--- src/sv/igm_pkg.sv ---
// Shared types and constants for the bordered image gradient magnitude block.
// Used by the controller, the datapath and the top level; depends on nothing.
package igm_pkg;

  typedef enum logic [3:0] {
    ST_IDLE,
    ST_RD_NEXT,
    ST_WRITE,
    ST_PICK,
    ST_MUL,
    ST_SUM,
    ST_SQRT,
    ST_OUT
  } state_t;

  // Configuration register indexes
  localparam logic REG_WIDTH  = 1'b0;
  localparam logic REG_HEIGHT = 1'b1;

  // Result slots one pixel can cause, in emission order
  localparam logic [1:0] RES_ABOVE  = 2'd0;  // pixel one row up, same column
  localparam logic [1:0] RES_LEFT   = 2'd1;  // last row, column to the left
  localparam logic [1:0] RES_CORNER = 2'd2;  // last row, last column

  localparam logic [11:0] WIDTH_RESET  = 12'd640;
  localparam logic [15:0] HEIGHT_RESET = 16'd480;

  typedef struct packed {
    logic       accept;     // capture pixel, read both stores at column
    logic       read_next;  // read newer store at column + 1
    logic       write;      // capture right neighbor, update both stores
    logic       load;       // form differences for slot sel
    logic [1:0] sel;
    logic       mul;
    logic       sum;
    logic       sqrt_step;
    logic       advance;    // shift pixel history, step position
  } cmd_t;

  typedef struct packed {
    logic [2:0] en;         // which result slots this pixel emits
    logic       sqrt_done;
  } status_t;

endpackage

--- src/sv/igm_ctrl.sv ---
// Sequencer for the gradient block: steps each pixel through store access,
// result formation, square root and output handshake. Uses igm_pkg.
module igm_ctrl (
  input  logic              clk,
  input  logic              rst,
  input  logic              pixel_valid,
  output logic              pixel_stall,
  output logic              result_valid,
  input  logic              result_stall,
  input  igm_pkg::status_t  status,
  output igm_pkg::cmd_t     cmd
);

  igm_pkg::state_t state, state_next;
  logic [1:0] slot, slot_next;

  always_ff @(posedge clk) begin
    if (rst) begin
      state <= igm_pkg::ST_IDLE;
      slot  <= igm_pkg::RES_ABOVE;
    end else begin
      state <= state_next;
      slot  <= slot_next;
    end
  end

  always_comb begin
    state_next   = state;
    slot_next    = slot;
    cmd          = '0;
    cmd.sel      = slot;
    pixel_stall  = 1'b1;
    result_valid = 1'b0;
    case (state)
      igm_pkg::ST_IDLE: begin
        pixel_stall = 1'b0;
        if (pixel_valid) begin
          cmd.accept = 1'b1;
          state_next = igm_pkg::ST_RD_NEXT;
        end
      end
      igm_pkg::ST_RD_NEXT: begin
        cmd.read_next = 1'b1;
        state_next    = igm_pkg::ST_WRITE;
      end
      igm_pkg::ST_WRITE: begin
        cmd.write  = 1'b1;
        slot_next  = igm_pkg::RES_ABOVE;
        state_next = igm_pkg::ST_PICK;
      end
      igm_pkg::ST_PICK: begin
        if (status.en[slot]) begin
          cmd.load   = 1'b1;
          state_next = igm_pkg::ST_MUL;
        end else if (slot == igm_pkg::RES_CORNER) begin
          cmd.advance = 1'b1;
          state_next  = igm_pkg::ST_IDLE;
        end else begin
          slot_next = slot + 2'd1;
        end
      end
      igm_pkg::ST_MUL: begin
        cmd.mul    = 1'b1;
        state_next = igm_pkg::ST_SUM;
      end
      igm_pkg::ST_SUM: begin
        cmd.sum    = 1'b1;
        state_next = igm_pkg::ST_SQRT;
      end
      igm_pkg::ST_SQRT: begin
        if (status.sqrt_done) begin
          state_next = igm_pkg::ST_OUT;
        end else begin
          cmd.sqrt_step = 1'b1;
        end
      end
      igm_pkg::ST_OUT: begin
        result_valid = 1'b1;
        if (!result_stall) begin
          if (slot == igm_pkg::RES_CORNER) begin
            cmd.advance = 1'b1;
            state_next  = igm_pkg::ST_IDLE;
          end else begin
            slot_next  = slot + 2'd1;
            state_next = igm_pkg::ST_PICK;
          end
        end
      end
      default: begin
        state_next = igm_pkg::ST_IDLE;
      end
    endcase
  end

endmodule

--- config.mk ---
export PLATFORM = sky130hd
export DESIGN_NAME = igm_ctrl
export DESIGN_NICKNAME = d
export VERILOG_FILES = /design/src/sv/igm_pkg.sv /design/src/sv/igm_ctrl.sv
export SDC_FILE = /design/constraint.sdc
export NUM_CORES = 1
export LEC_CHECK = 0
export BUFFER_PORTS_ARGS = -buffer_cell sky130_fd_sc_hd__buf_2
export CORE_AREA = 2 2 39 41
export CTS_CLUSTER_DIAMETER = 200
export DETAILED_ROUTE_END_ITERATION = 8
export DIE_AREA = 0 0 41 43
export PLACE_DENSITY = 0.67
export REMOVE_ABC_BUFFERS = 1
export SLEW_MARGIN = 5
export SYNTH_ARGS = -nofsm -noshare
export SYNTH_HDL_FRONTEND = slang
export SYNTH_SLANG_ARGS = --single-unit
--- constraint.sdc ---
create_clock -name clk -period 1.9 [get_ports clk]
set_input_delay 0.38 -clock clk [delete_from_list [all_inputs] [get_ports clk]]
set_output_delay 0.38 -clock clk [all_outputs]
set_load 0.005 [all_outputs]
==> results.json <==
{
  "synth_edf_count": 0,
  "clock-root-buffer": "clkbuf_4",
  "critical_path.max_fanout": 5,
  "core_area_mm2": 0.00138,
  "num-fill-cells": 152,
  "gp_congestion": 0.720,
  "relSlewSlack_pct": 71.9,
  "num_io_pins": 20,
  "grt_max_degree": 13,
  "seqPwrFrac_pct": 35.4,
  "ys_seq_area_share_pct": 23.3,
  "crit_type": "register to output pin",
  "path_clk_slew_ps": 40,
  "syn2layout_area_growth_pct": 34.4,
  "status": "finished, final reports clean",
  "period_share_pct": 95.7,
  "clk-insertion-delay-late_ps": 240,
  "layout-drive-gt1-share_pct": 43.4,
  "async_flop_share_pct": 0,
  "cts_max_level": 1,
  "p_comb_share_pct": 31.0,
  "antenna_found_initial": 0,
  "synth.area.top_cells": "dfxtp_1 (23%), nor2_1 (6.1%), nand4bb_1 (5.2%)",
  "cts_tree": "done",
  "clock_sinks": 5,
  "hold_viol": 0,
  "die-area_mm2": 0.00176,
  "grt_pass1_vias": 380,
  "synthDistinctLibCells": 32,
  "hpwl_um": 754,
  "hold_path.class": "primary input to register",
  "placementRows": 14,
  "cts_buffer_depth": 2,
  "first_pass_iters": 2,
  "fin_crit_ps": 1820,
  "finalSetupTns_ps": 0,
  "finalSetupViolations": 0,
  "critPathRequiredTime_ps": 1520,
  "route.antenna.remaining_nets": 0,
  "utilization_pct": 41.7,
  "vias": 478,
  "end_kind": "output pin",
  "drt_iter0_markers": 2,
  "fmaxAchievable_mhz": 550,
  "post_drt_via_cell_ratio": 5.20,
  "port_buffers": 19,
  "yosysTopAreaCellShare_pct": 23.3,
  "start_kind": "register",
  "internal-power_w": 0.000247,
  "fin_worst_skew_ps": 1.22,
  "worst_pin_slew_ps": 417,
  "grt_pass1_wl_mm": 1.49,
  "post-route-drc-count": 0,
  "finalMaxSlewViolations": 0,
  "synth_top_flop_cell": "dfxtp_1",
  "antenna-diode-count": 0,
  "syn_area_um2": 429,
  "grtUsageTotal_pct": 12.4,
  "crit_slowest_cell": "dfxtp_4",
  "clkPwrFrac_pct": 33.6,
  "crit_path_cell_trace": "mux2i_1, nor2_1, a311o_1, a21oi_1, buf_2",
  "postSynthCellCount": 53,
  "synth_top_cell_by_area": "dfxtp_1",
  "switchingPower_w": 0.000109,
  "p_per_area_mw_per_mm2": 617,
  "grt.overflow.total": 0,
  "dieWidth_um": 41,
  "numCtsBuffers": 3,
  "reg2reg_slack_ps": 220,
  "synth-seq-cells": 5,
  "swShare_pct": 30.6,
  "vdd_drop_max_v": 0.000243,
  "synth.avg_cell_area_um2": 8.10,
  "cpPeakStageDelay_ps": 360,
  "drt_wl_total_um": 995,
  "num-nets-final": 86,
  "detail_route.wl_per_cell_um": 10.8,
  "p_leak_nw": 0.257,
  "yosys_warnings": 0,
  "cp.arrival_ps": 1440,
  "start_util_pct": 31.0,
  "die_y_um": 43,
  "drv_cap": 0
}
placed cells by master, fill, tap and decap left out, drive strengths merged:
cell     instances
a21oi            1
a311o            1
and3             2
buf             22
clkbuf           4
dfxtp            5
ha               1
inv              5
mux2i            1
nand2            3
nand2b           1
nand3            1
nand4bb          2
nor2             7
nor2b            2
nor3             5
nor3b            1
nor4             1
o2111a           1
o211ai           1
o22ai            2
o311a            1
o31ai            1
o32a             1
o32ai            1
or2b             1
or3              1
or4              1
kinds of logic (layout without fill, tap and decap cells):
family | after synthesis | after routing | share of synthesized area [%]
flip-flops | 5 | 5 | 23.3
AND/OR/NAND/NOR | 28 | 28 | 41.4
buffers and inverters | 8 | 31 | 9.04
adder cells (fa/ha/maj) | 1 | 1 | 2.91
multiplexers | 1 | 1 | 2.33
AO/OA/AOI/OAI | 10 | 10 | 21.0
metrics by stage:
step / instances / power [W] / cell area (um^2) / setup WS (ps) / hold WS (ps)
after CTS: 91 / 0.000363 / 567 / 43.5 / 394
after detailed placement: 87 / 0.000239 / 539 / 218 / 509
after global routing: 92 / 0.000384 / 577 / -11.3 / 403
after global placement: 87 / 0.000237 / 539 / 232 / 488
final: 92 / 0.000356 / 577 / 82.3 / 403
after floorplan: 50 / 0.000195 / 409 / 290 / 450
synthesized netlist by cell type, drive strengths merged, types with 2 or more instances:
cell	count
nand4bb	2
buf	2
inv	5
nand2	3
o22ai	2
nor3	5
dfxtp	5
nor2	7
and3	2
nor2b	2
metal layers:
metal / wire length [um] / share of wire (%) / vias up / global-route usage [%]
li1: - / - / 245 / -
met1: 451 / 45 / 215 / 16.5
met2: 453 / 46 / 16 / 16.9
met3: 78 / 7.8 / 2 / 4.71
met4: 12 / 1.2 / 0 / 6.00
met5: 0 / 0 / - / 0
critical path: cells and delay by family, from the launching register on:
| kind | cells | cell delay (ps) |
|---|---|---|
| mux | 1 | 270 |
| compound gates | 2 | 400 |
| buf+inv | 1 | 120 |
| flops | 1 | 360 |
| simple gates | 1 | 60 |
power by group through the flow:
stage	combinational, W	clock, W	sequential [W]
final	0.000111	0.000120	0.000126
after global routing	0.000124	0.000133	0.000128
after CTS	0.000110	0.000126	0.000127
after detailed placement	0.000109	0	0.000129
after global placement	0.000108	0	0.000129
after floorplan	0.0000627	0	0.000132
final timing paths:
kind | startpoint | to | cells past startpoint
worst min-delay path | rst | state[1] | 2
worst max register to register | slot[0] | slot[1] | 7
worst max-delay path | slot[0] | cmd[0] | 5
worst min register to register | slot[0] | slot[0] | 1
cell type report:
class / instances / area (um^2) / area share, %
clock buffers: 4 / 26.3 / 4.56
inverters: 5 / 18.8 / 3.25
multi-input cells: 40 / 290 / 50.3
flip-flops and latches: 5 / 104 / 18.0
well taps: 16 / 20.0 / 3.47
repair buffers: 22 / 118 / 20.4
flip-flops by register name, indices dropped and copies added (netlist names):
register / flops
slot: 2
state: 3
timing repair:
item	CTS	global route
gates resized for setup	1	1
setup endpoints to repair	1	1
pin swaps	0	2
hold buffers	0	0
setup buffers	0	1
Power figures use the tool's default switching activity.
